### config.mk
export PLATFORM = sky130hd
export DESIGN_NAME = fcp_front
export DESIGN_NICKNAME = d
export VERILOG_FILES = /design/src/hw/rtl/fcp_pkg.sv /design/src/hw/rtl/fcp_front.sv
export SDC_FILE = /design/constraint.sdc
export NUM_CORES = 1
export LEC_CHECK = 0
export BUFFER_PORTS_ARGS = -buffer_cell sky130_fd_sc_hd__buf_2
export CAP_MARGIN = 0
export CORE_UTILIZATION = 50
export DETAILED_ROUTE_END_ITERATION = 10
export GPL_TIMING_DRIVEN = 0
export PLACE_DENSITY_LB_ADDON = 0.1
export REMOVE_ABC_BUFFERS = 1
export SETUP_SLACK_MARGIN = 0.15
export SYNTH_ARGS = -nofsm -noshare
export SYNTH_HDL_FRONTEND = slang
export SYNTH_SLANG_ARGS = --single-unit
### constraint.sdc
create_clock -name clock -period 9.12 [get_ports clock]
set_clock_uncertainty 0.2 [all_clocks]
set_input_delay 0.912 -clock clock [delete_from_list [all_inputs] [get_ports clock]]
set_output_delay 0.912 -clock clock [all_outputs]
set_load 0.005 [all_outputs]
### src/hw/rtl/fcp_pkg.sv
// fcp_pkg: shared types, constants and lookup functions for the clarke/park transform block
// no dependencies; imported by fcp_front, fcp_queue, fcp_back and the top module of the block

package fcp_pkg;

   // queued sample set between front and back
   typedef struct packed {
      logic [15:0]        angle;
      logic signed [12:0] avg_u;
      logic signed [12:0] avg_v;
      logic signed [12:0] avg_w;
      logic signed [15:0] volt_d;
      logic signed [15:0] volt_q;
   } fcp_item_type;

   typedef struct packed {
      logic full;
      logic empty;
   } fcp_q_status_type;

   localparam logic [11:0] ENC_MAX   = 12'd2879;
   localparam logic [18:0] ENC_SCALE = 19'd372827;

   localparam logic signed [18:0] CUR_SCALE = 19'sd175698;
   localparam logic signed [12:0] ALPHA_U   = 13'sd2731;
   localparam logic signed [12:0] ALPHA_VW  = 13'sd1365;
   localparam logic signed [12:0] BETA_K    = 13'sd2365;

   // first quarter wave of the sine table, S0.15
   localparam logic [15:0] QTR_ROM [0:16] = '{
      16'd0,     16'd3212,  16'd6393,  16'd9512,  16'd12539, 16'd15446,
      16'd18204, 16'd20787, 16'd23170, 16'd25329, 16'd27245, 16'd28898,
      16'd30273, 16'd31356, 16'd32137, 16'd32609, 16'd32767
   };

   // 64-step sine, entry 64 equals entry 0 so the index wraps
   function automatic logic signed [15:0] fcp_sin(input logic [5:0] idx);
      logic [4:0]  k;
      logic [15:0] mag;
      k = {1'b0, idx[3:0]};
      if (idx[4]) begin
         k = 5'd16 - k;
      end
      mag = QTR_ROM[k];
      return idx[5] ? signed'(16'(-mag)) : signed'(mag);
   endfunction

   function automatic logic [15:0] fcp_hall_angle(input logic [2:0] sector);
      logic [15:0] ang;
      unique case (sector)
         3'd1:    ang = 16'd54613;
         3'd2:    ang = 16'd10923;
         3'd4:    ang = 16'd32768;
         3'd5:    ang = 16'd43691;
         3'd6:    ang = 16'd21845;
         default: ang = 16'd0;
      endcase
      return ang;
   endfunction

endpackage

### src/hw/rtl/fcp_front.sv
// fcp_front: input register stage; selects the electrical angle and averages the adc pairs
// depends on fcp_pkg; feeds fcp_queue

module fcp_front
   import fcp_pkg::*;
(
   input  logic               clock,
   input  logic               reset,
   input  logic               req_valid,
   output logic               req_stall,
   input  logic [11:0]        req_adc_zero_ref,
   input  logic [11:0]        req_adc_u_first,
   input  logic [11:0]        req_adc_v_first,
   input  logic [11:0]        req_adc_w_first,
   input  logic [11:0]        req_adc_w_second,
   input  logic [11:0]        req_adc_v_second,
   input  logic [11:0]        req_adc_u_second,
   input  logic [11:0]        req_encoder_position,
   input  logic [2:0]         req_hall_sector,
   input  logic signed [15:0] req_angle_correction,
   input  logic signed [15:0] req_volt_d_cmd,
   input  logic signed [15:0] req_volt_q_cmd,
   input  logic               hall_mode,
   input  fcp_q_status_type   q_status,
   output logic               push,
   output fcp_item_type       push_item
);

   logic         valid_ff;
   fcp_item_type item_ff;
   fcp_item_type item_in;
   logic         load;
   logic [11:0]  enc_clamp;
   logic [30:0]  enc_prod;
   logic [15:0]  base_angle;
   logic [12:0]  sum_u, sum_v, sum_w;

   assign push      = valid_ff && !q_status.full;
   assign load      = !valid_ff || push;
   assign req_stall = !load;
   assign push_item = item_ff;

   assign enc_clamp = (req_encoder_position > ENC_MAX) ? ENC_MAX : req_encoder_position;
   assign enc_prod  = 31'(enc_clamp) * 31'(ENC_SCALE);
   assign base_angle = hall_mode ? fcp_hall_angle(req_hall_sector) : enc_prod[29:14];

   assign sum_u = {1'b0, req_adc_u_first} + {1'b0, req_adc_u_second};
   assign sum_v = {1'b0, req_adc_v_first} + {1'b0, req_adc_v_second};
   assign sum_w = {1'b0, req_adc_w_first} + {1'b0, req_adc_w_second};

   always_comb begin
      item_in.angle  = base_angle + req_angle_correction;
      item_in.avg_u  = signed'({1'b0, sum_u[12:1]} - {1'b0, req_adc_zero_ref});
      item_in.avg_v  = signed'({1'b0, sum_v[12:1]} - {1'b0, req_adc_zero_ref});
      item_in.avg_w  = signed'({1'b0, sum_w[12:1]} - {1'b0, req_adc_zero_ref});
      item_in.volt_d = req_volt_d_cmd;
      item_in.volt_q = req_volt_q_cmd;
   end

   always_ff @(posedge clock) begin
      if (reset) begin
         valid_ff <= 1'b0;
      end else if (load) begin
         valid_ff <= req_valid;
      end
      if (load && req_valid) begin
         item_ff <= item_in;
      end
   end

endmodule

==> flow_results.org <==
** Worst hold path
- Launch instance of the worst min-delay path :: valid_ff
- Class of the tightest hold or removal check :: reg -> reg

** STA
- Number of hold violations in the final report :: 0
- For this run, the top clock speed supported by timing is 120.4 MHz.
- Setup ws final :: 813.1 ps
- Worst slew margin :: 41.23%
- The final count of pins violating max slew is 0.
- Setup violations remaining at the end of the flow were counted as 0.
- After layout, the minimum clock period comes to 8307 ps.
- Hold timing on the final database bottoms out at a slack of 481.2 ps.
- Tightest Pin Transition :: 879.7 ps
- Final clock period utilization by the worst path :: 91.08%
- Unrepaired setup endpoints after global routing :: no

** CTS
- For the worst-skew pair, the clock arrives at the later sink with an insertion delay of 350 ps.
- CTS built an H-tree with a depth of 3.
- Root buffer selected by CTS :: clkbuf_16
- Total number of clock tree sinks :: 88
- Number of buffers on the longest clock path :: 2
- Number of buffers created by CTS :: 9
- Clock-pin slew was measured on the worst setup and hold paths at 80 ps.
- TritonCTS built the clock tree.
- Post-CTS Repair Setup Buffers :: 0
- CTS Hold Bufs :: 0

** Floorplan
- The total area inside the core boundary comes to 17,420 µm².
- Chip Width :: 136.1 µm
- In this run the count of I/O pins placed on the die edge is 242.
- The floorplan has 48 rows.
- Die Y :: 136.1 µm
- Die Area :: 18,520 µm²
- Initial Utilization :: 51.63%

** Routing
- Total routed wirelength :: 20,380 µm
- Summed over all nets, wire length on met2 after detailed routing comes to 10,720 µm.
- Dividing the detail-routed wire length by the instance count gives 15.00 µm.
- Vias after detailed routing :: 7,135
- In this run the remaining antenna-violating nets after routing total 0.
- For this block, wires on met1 add up to 8418 µm.
- In the routed design, unresolved DRC markers number 0.
- Detailed-router iteration count before antenna repair :: 4
- Met3 wire len :: 966 µm
- Vias per cell :: 5.254
- DRC violation total after the first TritonRoute iteration :: 281
- After detailed routing, no signal wire sits above met4.

** Setup path
- Worst path required time :: 9010 ps
- Critical setup path kind :: in -> reg
- CP peak stage delay :: 550 ps
- The worst setup path is launched from an input port.
- On the critical path, the stage with the largest delay is an instance of fa_1.
- For the worst setup path, the data arrival time is 8200 ps.
- FF-to-FF Start :: valid_ff
- Kind of end point of the critical path :: flop
- Biggest fanout along the worst timing path :: 11
- Worst setup startpoint :: req_encoder_position[7]

** Synthesis
- Yosys warns :: 0
- Top area cells in the synthesized netlist :: edfxtp_1, ha_1, fa_1
- Area of the mapped netlist :: 8992 µm²
- After synthesis, the largest area contributor takes up 29.05% of total cell area.
- After synthesis the netlist holds a flip-flop and latch count of 88.
- The commonest cells after synthesis are ha_1, inv_1, edfxtp_1.
- Dominant register cell in the synthesized netlist :: edfxtp_1
- Avg Synthesized Cell Area :: 10.22 µm²
- Share of synthesized registers carrying an async set or reset :: 0%
- Seq/Total Area, Yosys :: 29.28%
- The synthesized design spends more area on one cell type than any other, namely edfxtp_1.
- Post-Syn Instances :: 880
- Synthesis instantiated 54 different standard cells from the library.
- Number of synthesized flops with an enable pin :: 87
- In the post-synthesis netlist, the cell with the most instances is ha_1.

** Finish
- Nets :: 1,482
- Layout overhead on the synthesized area :: 20.19%
- Cells fill 62.05% of the core in the end.
- Fraction of final layout cells with drive strength greater than 1 :: 24.29%
- The layout has 1,552 filler cells.
- For this run, the number of standard cells in the final layout without fillers is 1,358.

** Power and ir drop
- Leakage power :: 5.239 nW
- PD cells :: 292.6 nW/µm²
- The design draws 3.162 mW.
- Max rail drop VDD :: 0.0003229 V

** Placement
- Routability-driven placement finished with a final weighted congestion of 0.8848.
- Count of input and output buffers :: 240
- Pre-CTS WS :: -213.0 ps
- Detailed placement finished with a half-perimeter wire length of 17,790 µm.
- In this run, placement finished with an instance count of 1,341.

** Run status
- The run finished with clean final reports.

** Global routing
- The number of global-route vias before repair is 7,115.
- After global routing the overflow that remains totals 0.
- Maximum number of pins on one net before global-route repair :: 34
- The number of antenna violations at the first check in global routing came to 1.
- Global-route total usage across every layer :: 22.43%
- Global-route wire length before repair :: 32,570 µm

** Run
- Max-cap violations in this run came to 0.
placed cells by master, fill, tap and decap left out, types with 9 or more instances in the layout:
master	count
a211oi_1	14
a21boi_0	11
a21o_1	17
a21oi_1	50
and2_1	11
buf_2	240
clkbuf_16	9
edfxtp_1	87
fa_1	47
ha_1	155
inv_1	126
nand2_1	31
nand2b_1	10
nor2_1	42
nor2b_1	13
nor3_1	27
o21a_1	9
o21ai_0	38
o21bai_1	25
or3_1	11
xnor2_1	60
xor2_1	25
timing repair:
action,4_1_cts,5_1_grt
pin swaps,0,0
endpoints found under the setup margin,1,4
gates resized for setup,1,2
critical path: cells and delay by family:
| kind | cells | cell delay, ps |
|---|---|---|
| buffers and inverters | 5 | 310 |
| XOR/XNOR | 1 | 110 |
| adder cells (fa/ha/maj) | 7 | 3000 |
| AND/OR/NAND/NOR | 4 | 640 |
| AO/OA/AOI/OAI | 14 | 3190 |
registers in the layout, summed over array words and instances, names as in the netlist:
name and flops:
valid_ff 1, push_item 87
area by class of cell:
| cell class | instances | area, µm² | area share (%) |
|---|---|---|---|
| Antenna cell | 1 | 2.502 | 0.02315 |
| Clock buffer | 9 | 225.2 | 2.084 |
| Clock inverter | 7 | 76.32 | 0.7062 |
| Inverter | 126 | 473.0 | 4.376 |
| Multi-Input combinational cell | 660 | 5876 | 54.36 |
| Sequential cell | 88 | 2633 | 24.36 |
| Tap cell | 225 | 281.5 | 2.605 |
| Timing Repair Buffer | 242 | 1241 | 11.48 |
power breakdown:
group	total [mW]	internal (mW)	switching (mW)
sequential	0.631	0.610	0.0202
clock	0.376	0.196	0.180
combinational	2.16	0.978	1.18
total	3.16	1.78	1.38
worst paths after layout:
path,slack (ps),cells after the start,to
hold / removal,480,3,valid_ff
setup / recovery,810,31,push_item[86]
setup reg to reg,6890,4,push_item[55]
hold reg to reg,480,3,valid_ff
cells by family (layout without fill, tap and decap cells):
logic type	Yosys count	after routing	synth area share, %
other cells	0	1	0
xor+xnor	85	85	8.279
buf+inv	132	384	5.593
flops	88	88	29.28
fa+ha+maj	202	202	32.03
compound gates	208	208	15.60
simple gates	165	165	9.225
through the flow:
stage          area, µm²  TNS (ps)
6_report           10810         0
4_1_cts            10790         0
2_1_floorplan       8962         0
5_1_grt            10810         0
3_3_place_gp       10450    -280.9
3_5_place_dp       10490    -716.1
layer usage:
metal / vias up / GRT usage [%]
met4: 0 / 6.049
met3: 14 / 3.020
li1: 3628 / -
met2: 156 / 42.16
met5: - / 0
met1: 3337 / 26.40
No activity file was read; power rests on OpenSTA's default activity.
