--- src/hw/rtl/fcp_pkg.sv ---
// fcp_pkg: shared types, constants and lookup functions for the clarke/park transform block
// no dependencies; imported by fcp_front, fcp_queue, fcp_back and the top module of the block

package fcp_pkg;

   // queued sample set between front and back
   typedef struct packed {
      logic [15:0]        angle;
      logic signed [12:0] avg_u;
      logic signed [12:0] avg_v;
      logic signed [12:0] avg_w;
      logic signed [15:0] volt_d;
      logic signed [15:0] volt_q;
   } fcp_item_type;

   typedef struct packed {
      logic full;
      logic empty;
   } fcp_q_status_type;

   localparam logic [11:0] ENC_MAX   = 12'd2879;
   localparam logic [18:0] ENC_SCALE = 19'd372827;

   localparam logic signed [18:0] CUR_SCALE = 19'sd175698;
   localparam logic signed [12:0] ALPHA_U   = 13'sd2731;
   localparam logic signed [12:0] ALPHA_VW  = 13'sd1365;
   localparam logic signed [12:0] BETA_K    = 13'sd2365;

   // first quarter wave of the sine table, S0.15
   localparam logic [15:0] QTR_ROM [0:16] = '{
      16'd0,     16'd3212,  16'd6393,  16'd9512,  16'd12539, 16'd15446,
      16'd18204, 16'd20787, 16'd23170, 16'd25329, 16'd27245, 16'd28898,
      16'd30273, 16'd31356, 16'd32137, 16'd32609, 16'd32767
   };

   // 64-step sine, entry 64 equals entry 0 so the index wraps
   function automatic logic signed [15:0] fcp_sin(input logic [5:0] idx);
      logic [4:0]  k;
      logic [15:0] mag;
      k = {1'b0, idx[3:0]};
      if (idx[4]) begin
         k = 5'd16 - k;
      end
      mag = QTR_ROM[k];
      return idx[5] ? signed'(16'(-mag)) : signed'(mag);
   endfunction

   function automatic logic [15:0] fcp_hall_angle(input logic [2:0] sector);
      logic [15:0] ang;
      unique case (sector)
         3'd1:    ang = 16'd54613;
         3'd2:    ang = 16'd10923;
         3'd4:    ang = 16'd32768;
         3'd5:    ang = 16'd43691;
         3'd6:    ang = 16'd21845;
         default: ang = 16'd0;
      endcase
      return ang;
   endfunction

endpackage

--- src/hw/rtl/fcp_queue.sv ---
// fcp_queue: small fifo that decouples the front stage from the back pipeline
// depends on fcp_pkg

module fcp_queue
   import fcp_pkg::*;
#(
   parameter int unsigned DEPTH = 4
) (
   input  logic             clock,
   input  logic             reset,
   input  logic             push,
   input  fcp_item_type     push_item,
   input  logic             pop,
   output fcp_item_type     pop_item,
   output fcp_q_status_type status
);

   localparam int unsigned PTR_W = $clog2(DEPTH);
   localparam int unsigned CNT_W = $clog2(DEPTH + 1);
   localparam logic [PTR_W-1:0] PTR_LAST = PTR_W'(DEPTH - 1);
   localparam logic [CNT_W-1:0] CNT_FULL = CNT_W'(DEPTH);

   fcp_item_type     mem_ff [DEPTH];
   logic [PTR_W-1:0] wr_ptr_ff, rd_ptr_ff;
   logic [PTR_W-1:0] wr_ptr_in, rd_ptr_in;
   logic [CNT_W-1:0] count_ff, count_in;
   logic             do_push, do_pop;

   assign status.full  = (count_ff == CNT_FULL);
   assign status.empty = (count_ff == '0);
   assign do_push      = push && !status.full;
   assign do_pop       = pop && !status.empty;
   assign pop_item     = mem_ff[rd_ptr_ff];

   always_comb begin
      wr_ptr_in = wr_ptr_ff;
      rd_ptr_in = rd_ptr_ff;
      count_in  = count_ff;
      if (do_push) begin
         wr_ptr_in = (wr_ptr_ff == PTR_LAST) ? '0 : wr_ptr_ff + 1'b1;
      end
      if (do_pop) begin
         rd_ptr_in = (rd_ptr_ff == PTR_LAST) ? '0 : rd_ptr_ff + 1'b1;
      end
      if (do_push && !do_pop) begin
         count_in = count_ff + 1'b1;
      end else if (do_pop && !do_push) begin
         count_in = count_ff - 1'b1;
      end
   end

   always_ff @(posedge clock) begin
      if (reset) begin
         wr_ptr_ff <= '0;
         rd_ptr_ff <= '0;
         count_ff  <= '0;
      end else begin
         wr_ptr_ff <= wr_ptr_in;
         rd_ptr_ff <= rd_ptr_in;
         count_ff  <= count_in;
      end
      if (do_push) begin
         mem_ff[wr_ptr_ff] <= push_item;
      end
   end

endmodule

--- config.mk ---
export PLATFORM = sky130hd
export DESIGN_NAME = fcp_queue
export DESIGN_NICKNAME = d
export VERILOG_FILES = /design/src/hw/rtl/fcp_pkg.sv /design/src/hw/rtl/fcp_queue.sv
export SDC_FILE = /design/constraint.sdc
export NUM_CORES = 1
export LEC_CHECK = 0
export ABC_AREA = 1
export BUFFER_PORTS_ARGS = -buffer_cell sky130_fd_sc_hd__buf_2
export CAP_MARGIN = 30
export CORE_UTILIZATION = 40
export DETAILED_ROUTE_END_ITERATION = 8
export GPL_TIMING_DRIVEN = 0
export HOLD_SLACK_MARGIN = 0.05
export PLACE_DENSITY = 0.61
export SLEW_MARGIN = 20
export SYNTH_ARGS = -nofsm -noshare
export SYNTH_HDL_FRONTEND = slang
export SYNTH_SLANG_ARGS = --single-unit
--- constraint.sdc ---
create_clock -name clock -period 10.93 [get_ports clock]
set_input_delay 3.279 -clock clock [delete_from_list [all_inputs] [get_ports clock]]
set_output_delay 3.279 -clock clock [all_outputs]
set_load 0.01 [all_outputs]
==> results of run 1 <==
worst max path at each step:
| stage | slack, ps | depth (start not counted) | end | start |
|---|---|---|---|---|
| 4_1_cts | 5320 | 6 | pop_item[61] | register |
| 3_3_place_gp | -10 | 3 | mem_ff[3][42]$_DFFE_PP_ | push |
| 3_5_place_dp | 5600 | 6 | mem_ff[3][35]$_DFFE_PP_ | push |
| 5_1_grt | 5210 | 6 | pop_item[63] | register |
| 6_report | 5410 | 6 | pop_item[63] | register |
| 2_1_floorplan | 3380 | 2 | mem_ff[0][0]$_DFFE_PP_ | push |
cells by family (layout without fill, tap and decap cells):
group           count (synthesis)  count (layout)
compound gates                265             265
fa+ha+maj                       7               7
buf+inv                        74             337
simple gates                  208             208
flops                         357             357
xor+xnor                        1               1
other cells                     0               3
flip-flops by register name, summed over array words and instances, names as in the netlist, named ones only:
name	flops
mem_ff	348
rd_ptr_ff	2
count_ff	3
wr_ptr_ff	2
power groups by stage:
stage / Sequential [mW] / Clock, mW / Combinational, mW
global placement: 1.77 / 0 / 1.16
global route: 1.72 / 1.34 / 1.33
finish: 1.71 / 1.25 / 1.21
detailed placement: 1.74 / 0 / 1.22
floorplan: 1.74 / 0 / 0.680
CTS: 1.71 / 1.28 / 1.23
layout make-up:
class / count / area, um2 / share of cell area (%)
antenna: 3 / 7.51 / 0.0456
buffer: 56 / 379 / 2.30
clock buffer: 52 / 1070 / 6.48
clock inverter: 16 / 150 / 0.911
inverter: 18 / 70.1 / 0.425
multi-input combinational: 481 / 2360 / 14.3
sequential: 357 / 10600 / 64.5
tap: 442 / 553 / 3.36
timing repair buffer: 195 / 1260 / 7.65
critical path, delay by kind of cell (launching register included):
kind / cells / cell delay [ps]
compound gates: 2 / 250
flops: 1 / 460
buf+inv: 4 / 1020
per-stage QoR:
step | hold slack (ps) | setup WS [ps] | cell area, um2 | power [mW]
after detailed placement | 524 | 5600 | 15300 | 2.96
after global routing | 571 | 5210 | 16500 | 4.39
after global placement | 518 | -14.6 | 14900 | 2.93
final | 526 | 5410 | 16500 | 4.16
after floorplan | 483 | 3380 | 13400 | 2.42
after CTS | 532 | 5320 | 16500 | 4.21
placed cells by master (no fill, tap or decap), drive strengths merged:
master and count:
fa 1, bufinv 3, xor2 1, edfxtp 348, nand4 1, diode 3, a21oi 3, inv 19
o22ai 87, nand3b 2, nand2 14, buf 231, nand3 2, dfxtp 9, o21ai 175, nor2 189
clkbuf 72, ha 6, clkinv 12
layer usage:
layer / track usage (%) / vias up
li1: - / 3914
met1: 23.4 / 4000
met2: 30.9 / 250
met3: 5.72 / 53
met4: 4.56 / 10
met5: 0 / -
==> results.sh, run 1 <==
export IMPL_switching_share_pct=31.5
export IMPL_fmaxAchievable_ghz=0.181
export IMPL_grt_usage_pct=18.5
export IMPL_final_nets=1246
export IMPL_globalplace_congestion=0.724
export IMPL_final_cells=1620
export IMPL_r2r_end="mem_ff[3][64]$_DFFE_PP_"
export IMPL_die_width_um=185
export IMPL_maxCapViolations=0
export IMPL_dr_pass1_iters=4
export IMPL_path_class="register to output port"
export IMPL_ys_seq_area_share_pct=79.3
export IMPL_drtIter0Drc=535
export IMPL_place_inst=1549
export IMPL_finalMaxSlewViolations=0
export IMPL_die_h_um=185
export IMPL_drive_gt1_share_pct=24.8
export IMPL_synthXorXnorAreaFrac_pct=0.0653
export IMPL_clock_latency_ps=510
export IMPL_crit_fanout=10
export IMPL_end_kind="output port"
export IMPL_antenna_found_initial=7
export IMPL_fin_crit_ps=5520
export IMPL_cp_required_ps=7650
export IMPL_setup_violations=0
export IMPL_synth_most_common_cell="edfxtp_1"
export IMPL_powerDensity_nw_per_um2=253
export IMPL_synthAdderAreaFrac_pct=0.709
export IMPL_synthFlopType="edfxtp_1"
export IMPL_synth_top_family_by_area="compound AO/OA/AOI/OAI gates"
export IMPL_avgRoutedWirePerCell_um=19.5
export IMPL_fin_crit_sh_pct=50.5
export IMPL_synth_top_cells_by_area="edfxtp_1, nor2_1, o22ai_1"
export IMPL_ys_async_sr_fraction_pct=0
export IMPL_area_growth_pct=22.9
export IMPL_p_clk_share_pct=30.0
export IMPL_status="finished, final reports clean"
export IMPL_core_um2=32800
export IMPL_muxShareOfSynthArea_pct=0
export IMPL_overflow=0
export IMPL_clock_sinks=357
export IMPL_nFillCells=2840
export IMPL_utilization_pct=50.3
export IMPL_r2r_setup_slack_ps=8430
export IMPL_syn_area_um2=13400
export IMPL_grt_max_degree=23
export IMPL_post_route_drc_count=0
export IMPL_hold_start="count_ff[1]$_SDFFE_PP0P_"
export IMPL_yosys_area_top_type="edfxtp_1"
export IMPL_rsz0062_at_grt="no"
export IMPL_grt_pass1_vias=8213
export IMPL_p_leak_nw=5.85
export IMPL_finalHoldViolCount=0
export IMPL_io_pins=180
export IMPL_rr_worst_depth=7
export IMPL_root_buffer="clkbuf_16"
export IMPL_m1WireLength_um=13100
export IMPL_synth_compound_area_share_pct=10.7
export IMPL_start_kind="register"
export IMPL_post_cts_buffers=0
export IMPL_path_clk_slew_ps=60
export IMPL_cts_hold_buf=0
export IMPL_tightest_slew_ps=712
export IMPL_relSlewSlack_pct=52.4
export IMPL_antenna_left=0
export IMPL_vdd_drop_max_mv=0.170
export IMPL_holdPathStages=2
export IMPL_netlist_instances=912
export IMPL_comb_power_share_pct=29.0
export IMPL_avgSynthCellArea_um2=14.7
export IMPL_ys_ff_latch=357
export IMPL_cts_tree="built"
export IMPL_synth_common_cells="edfxtp_1, nor2_1, o21ai_0, o22ai_1, o21ai_1"
export IMPL_slowest_stage="dfxtp_1"
export IMPL_synthesis_nets=1010
export IMPL_start_util_pct=40.9
export IMPL_finalWirelength_um=31500
export IMPL_clock_skew_ps=10.7
export IMPL_die_area_um2=34300
export IMPL_cts_max_level=2
export IMPL_vias=8227
export IMPL_seq_power_share_pct=41.0
export IMPL_routed_top_layer="met5"
export IMPL_yosys_area_top_type_share_pct=77.9
export IMPL_synth_cell_types=22
export IMPL_via_per_inst=5.08
export IMPL_num_rows=66
export IMPL_hold_end="count_ff[1]$_SDFFE_PP0P_"
export IMPL_hold_class="register to register"
export IMPL_cts_made_buffers=39
export IMPL_crit_chain="inv_2 > clkbuf_2 > buf_2 > o21ai_1 > o22ai_1 > buf_2"
export IMPL_arrival_ps=2240
export IMPL_tns_ps=0
export IMPL_ys_warn_count=0
export IMPL_port_buffers=179
export IMPL_cts_buffer_depth=3
export IMPL_path_common_cell="buf_2"
export IMPL_met3WireLength_um=2630
export IMPL_hpwlAfterDp_um=19900
export IMPL_synth_enable_flop_cells=348
export IMPL_p_sw_mw=1.31
export IMPL_grt_pass1_wl_um=47000
export IMPL_timing_rr_start="count_ff[0]$_SDFFE_PP0P_"
export IMPL_wl_met2_um=15200
export IMPL_synth_simple_gate_area_share_pct=5.91
export IMPL_critPathMaxStageDelay_ps=460
export IMPL_cts_repair_resized=0
export IMPL_p_int_mw=2.85
No activity file was read; power rests on OpenSTA's default activity.
==> run 2, diff against run 1 <==
Settings changed: PLACE_DENSITY 0.61 to 0.63.
Clock period 10.93 ns to 4.91 ns, I/O delays scaled along.
==> results.sh, run 2 (synthesized netlist as in run 1, its figures left out) <==
export IMPL_status="finished, final reports clean"
export IMPL_cp_required_ps=3440
export IMPL_fin_crit_ps=3790
export IMPL_avgRoutedWirePerCell_um=19.4
export IMPL_hold_class="register to register"
export IMPL_p_sw_mw=2.94
export IMPL_holdPathStages=2
export IMPL_globalplace_congestion=0.712
export IMPL_cts_buffer_depth=3
export IMPL_powerDensity_nw_per_um2=559
export IMPL_p_clk_share_pct=29.4
export IMPL_io_pins=180
export IMPL_die_area_um2=34300
export IMPL_final_nets=1246
export IMPL_place_area_um2=15300
export IMPL_die_h_um=185
export IMPL_rr_worst_depth=7
export IMPL_start_kind="register"
export IMPL_tightest_slew_ps=734
export IMPL_vias=8248
export IMPL_seq_power_share_pct=41.2
export IMPL_largest_reg_flops=348
export IMPL_maxCapViolations=0
export IMPL_crit_fanout=10
export IMPL_drive_gt1_share_pct=25.1
export IMPL_finalMaxSlewViolations=0
export IMPL_clock_skew_ps=16.7
export IMPL_finalHoldViolCount=0
export IMPL_grt_usage_pct=18.4
export IMPL_end_kind="output port"
export IMPL_grt_pass1_vias=8278
export IMPL_switching_share_pct=32.0
export IMPL_root_buffer="clkbuf_16"
export IMPL_vdd_drop_max_mv=0.376
export IMPL_finalWirelength_um=31600
export IMPL_p_leak_nw=5.85
export IMPL_utilization_pct=50.3
export IMPL_mostFrequentLayoutCells="edfxtp_1, buf_2, nor2_1"
export IMPL_max_flop_register="mem_ff"
export IMPL_port_buffers=179
export IMPL_rsz0062_at_grt="no"
export IMPL_cts_repair_resized=0
export IMPL_overflow=0
export IMPL_fmaxAchievable_ghz=0.264
export IMPL_start_util_pct=40.9
export IMPL_final_common_cell="edfxtp_1"
export IMPL_post_route_drc_count=0
export IMPL_core_um2=32800
export IMPL_hpwlAfterDp_um=20000
export IMPL_fin_crit_sh_pct=77.2
export IMPL_num_rows=66
export IMPL_comb_power_share_pct=29.3
export IMPL_r2r_setup_slack_ps=2400
export IMPL_clock_latency_ps=510
export IMPL_grt_pass1_wl_um=47000
export IMPL_drtIter0Drc=436
export IMPL_reg_top3="mem_ff x348, count_ff x3"
export IMPL_antenna_left=0
export IMPL_path_class="register to output port"
export IMPL_path_clk_slew_ps=60
export IMPL_p_int_mw=6.27
export IMPL_post_cts_buffers=0
export IMPL_die_width_um=185
export IMPL_final_area_um2=16500
export IMPL_arrival_ps=2320
export IMPL_cts_hold_buf=0
export IMPL_relSlewSlack_pct=51.0
export IMPL_via_per_inst=5.08
export IMPL_cts_max_level=2
export IMPL_dr_pass1_iters=5
export IMPL_grt_max_degree=24
export IMPL_cts_tree="built"
export IMPL_area_growth_pct=23.0
export IMPL_antenna_found_initial=8
export IMPL_clock_sinks=357
export IMPL_setup_violations=0
export IMPL_cts_made_buffers=38
[run 2: cell types whose count changed in the layout (fill, tap and decap cells not counted), sizes merged]
cell      change
buf           +1
bufinv        -2
clkbuf        -1
clkinv        +2
clkinvlp      +2
diode         +1
[run 2: stage by stage]
step                      total power [mW]  TNS [ps]  hold WS [ps]  worst slack, ps  cells
after floorplan                       5.40   -290570           483             -835    912
after global placement                6.52  -1399110           519            -4130   1533
after detailed placement              6.61         0           526             1410   1550
after CTS                             9.32         0           538             1020   1619
after global routing                  9.68         0           563             1010   1620
final                                 9.22         0           538             1120   1623
[run 2: cell type report]
| type | instances | area (um2) |
|---|---|---|
| diodes | 4 | 10.0 |
| multi-input cells | 481 | 2360 |
| flip-flops and latches | 357 | 10600 |
| clock inverters | 18 | 113 |
| plain buffers | 56 | 379 |
| repair buffers | 196 | 1300 |
| clock buffers | 51 | 1070 |
| fillers | 2804 | 16300 |
| well taps | 442 | 553 |
| inverters | 18 | 70.1 |
[run 2: worst paths after layout]
check / startpoint / endpoint
min reg2reg: count_ff[1]$_SDFFE_PP0P_ / count_ff[1]$_SDFFE_PP0P_
min: count_ff[1]$_SDFFE_PP0P_ / count_ff[1]$_SDFFE_PP0P_
max reg2reg: count_ff[1]$_SDFFE_PP0P_ / mem_ff[3][40]$_DFFE_PP_
max: register / pop_item[64]
[run 2: power by group through the flow]
stage,clock network [mW],registers [mW],logic [mW]
detailed placement,0,3.86,2.74
finish,2.71,3.80,2.70
floorplan,0,3.88,1.51
global placement,0,3.95,2.58
CTS,2.77,3.80,2.75
global route,2.88,3.83,2.98
[run 2: critical path: stages, from the launching register on]
cell	delay (ps)
dfxtp_1	460
inv_2	230
clkbuf_2	290
buf_2	290
o21ai_1	100
o22ai_1	230
buf_2	190
[run 2: layer usage]
layer  GRT usage, %  vias to the layer above  wire, um
li1               -                     3905         -
met1           22.9                     4056     13200
met2           31.1                      223     15300
met3           5.43                       54      2390
met4           4.83                       10       582
met5              0                        -        67
==> run 3, diff against run 2 <==
Settings changed: ABC_AREA 1 to 0, PLACE_DENSITY 0.63 to 0.61.
Clock period 4.91 ns to 3.5 ns, I/O delays scaled along.
==> results.sh, run 3 <==
export IMPL_path_class="register to output port"
export IMPL_synthFlopType="edfxtp_1"
export IMPL_reg_top3="mem_ff x348, count_ff x3"
export IMPL_yosys_area_top_type="edfxtp_1"
export IMPL_die_width_um=182
export IMPL_place_inst=1126
export IMPL_drive_gt1_share_pct=45.5
export IMPL_synth_enable_flop_cells=348
export IMPL_tightest_slew_ps=829
export IMPL_post_route_drc_count=0
export IMPL_grt_pass1_wl_um=36200
export IMPL_mostFrequentLayoutCells="edfxtp_1, buf_2, mux4_2"
export IMPL_synth_cell_types=25
export IMPL_final_common_cell="edfxtp_1"
export IMPL_cts_max_level=2
export IMPL_post_cts_buffers=0
export IMPL_die_h_um=182
export IMPL_ys_ff_latch=357
export IMPL_syn_area_um2=13000
export IMPL_regArea_um2=10600
export IMPL_via_per_inst=5.00
export IMPL_clock_latency_ps=500
export IMPL_rsz0062_at_grt="no"
export IMPL_maxCapViolations=0
export IMPL_antenna_left=0
export IMPL_overflow=0
export IMPL_grt_max_degree=41
export IMPL_cts_repair_resized=0
export IMPL_multiInputGateArea_um2=2240
export IMPL_synth_top_cells_by_area="edfxtp_1, mux4_2, dfxtp_1"
export IMPL_arrival_ps=2280
export IMPL_p_leak_nw=5.33
export IMPL_end_kind="output port"
export IMPL_fin_crit_sh_pct=95.0
export IMPL_utilization_pct=49.9
export IMPL_synth_most_common_cell="edfxtp_1"
export IMPL_tns_ps=0
export IMPL_status="finished, final reports clean"
export IMPL_antenna_found_initial=5
export IMPL_place_worst_setup_slack_ps=666
export IMPL_cts_made_buffers=38
export IMPL_max_flop_register="mem_ff"
export IMPL_final_cells=1192
export IMPL_ys_warn_count=0
export IMPL_fin_crit_ps=3330
export IMPL_grt_pass1_vias=6540
export IMPL_cts_tree="built"
export IMPL_netlist_instances=505
export IMPL_cts_buffer_depth=3
export IMPL_grt_usage_pct=14.5
export IMPL_finalWirelength_um=23700
export IMPL_avgRoutedWirePerCell_um=19.9
export IMPL_yosys_area_top_type_share_pct=80.2
export IMPL_vdd_drop_max_mv=0.435
export IMPL_hold_start="rd_ptr_ff[0]$_SDFFE_PP0P_"
export IMPL_start_util_pct=41.0
export IMPL_largest_reg_flops=348
export IMPL_place_area_um2=14700
export IMPL_final_area_um2=15900
export IMPL_hold_class="register to register"
export IMPL_fmaxAchievable_ghz=0.301
export IMPL_io_pins=180
export IMPL_globalplace_congestion=0.769
export IMPL_num_rows=65
export IMPL_path_clk_slew_ps=60
export IMPL_avgSynthCellArea_um2=25.8
export IMPL_hpwlAfterDp_um=15400
export IMPL_area_growth_pct=21.9
export IMPL_powerDensity_nw_per_um2=720
export IMPL_timing_rr_start="count_ff[0]$_SDFFE_PP0P_"
export IMPL_dr_pass1_iters=6
export IMPL_nFillCells=2500
export IMPL_relSlewSlack_pct=44.8
export IMPL_synthesis_nets=603
export IMPL_drtIter0Drc=328
export IMPL_crit_fanout=10
export IMPL_cts_hold_buf=0
export IMPL_clock_sinks=357
export IMPL_vias=5956
export IMPL_setup_violations=0
export IMPL_synth_common_cells="edfxtp_1, mux4_2, buf_2, dfxtp_1"
export IMPL_core_um2=31800
export IMPL_ys_async_sr_fraction_pct=0
export IMPL_fin_hold_ws_ps=504
export IMPL_final_nets=829
export IMPL_clock_skew_ps=11.8
export IMPL_finalHoldViolCount=0
export IMPL_die_area_um2=33300
export IMPL_cp_required_ps=2450
export IMPL_start_kind="register"
export IMPL_finalMaxSlewViolations=0
export IMPL_finalPower_mw=11.4
export IMPL_ys_seq_area_share_pct=81.6
export IMPL_root_buffer="clkbuf_16"
export IMPL_port_buffers=178
export IMPL_setup_ws_ps=174
[run 3: critical path: stages, from the launching register on]
cell and delay (ps):
dfxtp_1 300, buf_2 220, clkbuf_1 660, mux4_2 420, buf_2 170
[run 3: layout make-up]
| class | count | share of cell area (%) |
|---|---|---|
| well taps | 435 | 3.43 |
| diodes | 3 | 0.0473 |
| flip-flops and latches | 357 | 66.9 |
| repair buffers | 186 | 6.85 |
| multi-input cells | 121 | 14.1 |
| plain buffers | 22 | 0.969 |
| inverters | 5 | 0.118 |
| clock inverters | 13 | 0.851 |
| clock buffers | 50 | 6.67 |
[run 3: path summary, 6_finish.rpt]
| check | end | slack (ps) | depth (start not counted) |
|---|---|---|---|
| max reg2reg | count_ff[2]$_SDFFE_PP0P_ | 1150 | 10 |
| max | pop_item[19] | 170 | 4 |
| min reg2reg | register | 500 | 2 |
| min | register | 500 | 2 |
[run 3: kinds of logic after synthesis]
logic type | Yosys count | share of synthesized area (%)
adder cells (fa/ha/maj) | 7 | 0.730
AND/OR/NAND/NOR | 16 | 0.653
flip-flops | 357 | 81.6
multiplexers | 89 | 15.2
XOR/XNOR | 2 | 0.135
AO/OA/AOI/OAI | 7 | 0.346
buffers and inverters | 27 | 1.33
[run 3: where the power goes]
part           switching, mW  internal [mW]
Combinational           1.22           1.14
Clock                   1.46           2.33
Sequential             0.102           5.17
[run 3: layer usage]
metal | share of wire (%) | GRT usage (%) | wire length, um
met5 | 0.093 | 0 | 22
met4 | 2.3 | 4.47 | 536
met3 | 6.5 | 3.53 | 1540
met2 | 50 | 25.1 | 11900
met1 | 41 | 18.0 | 9670
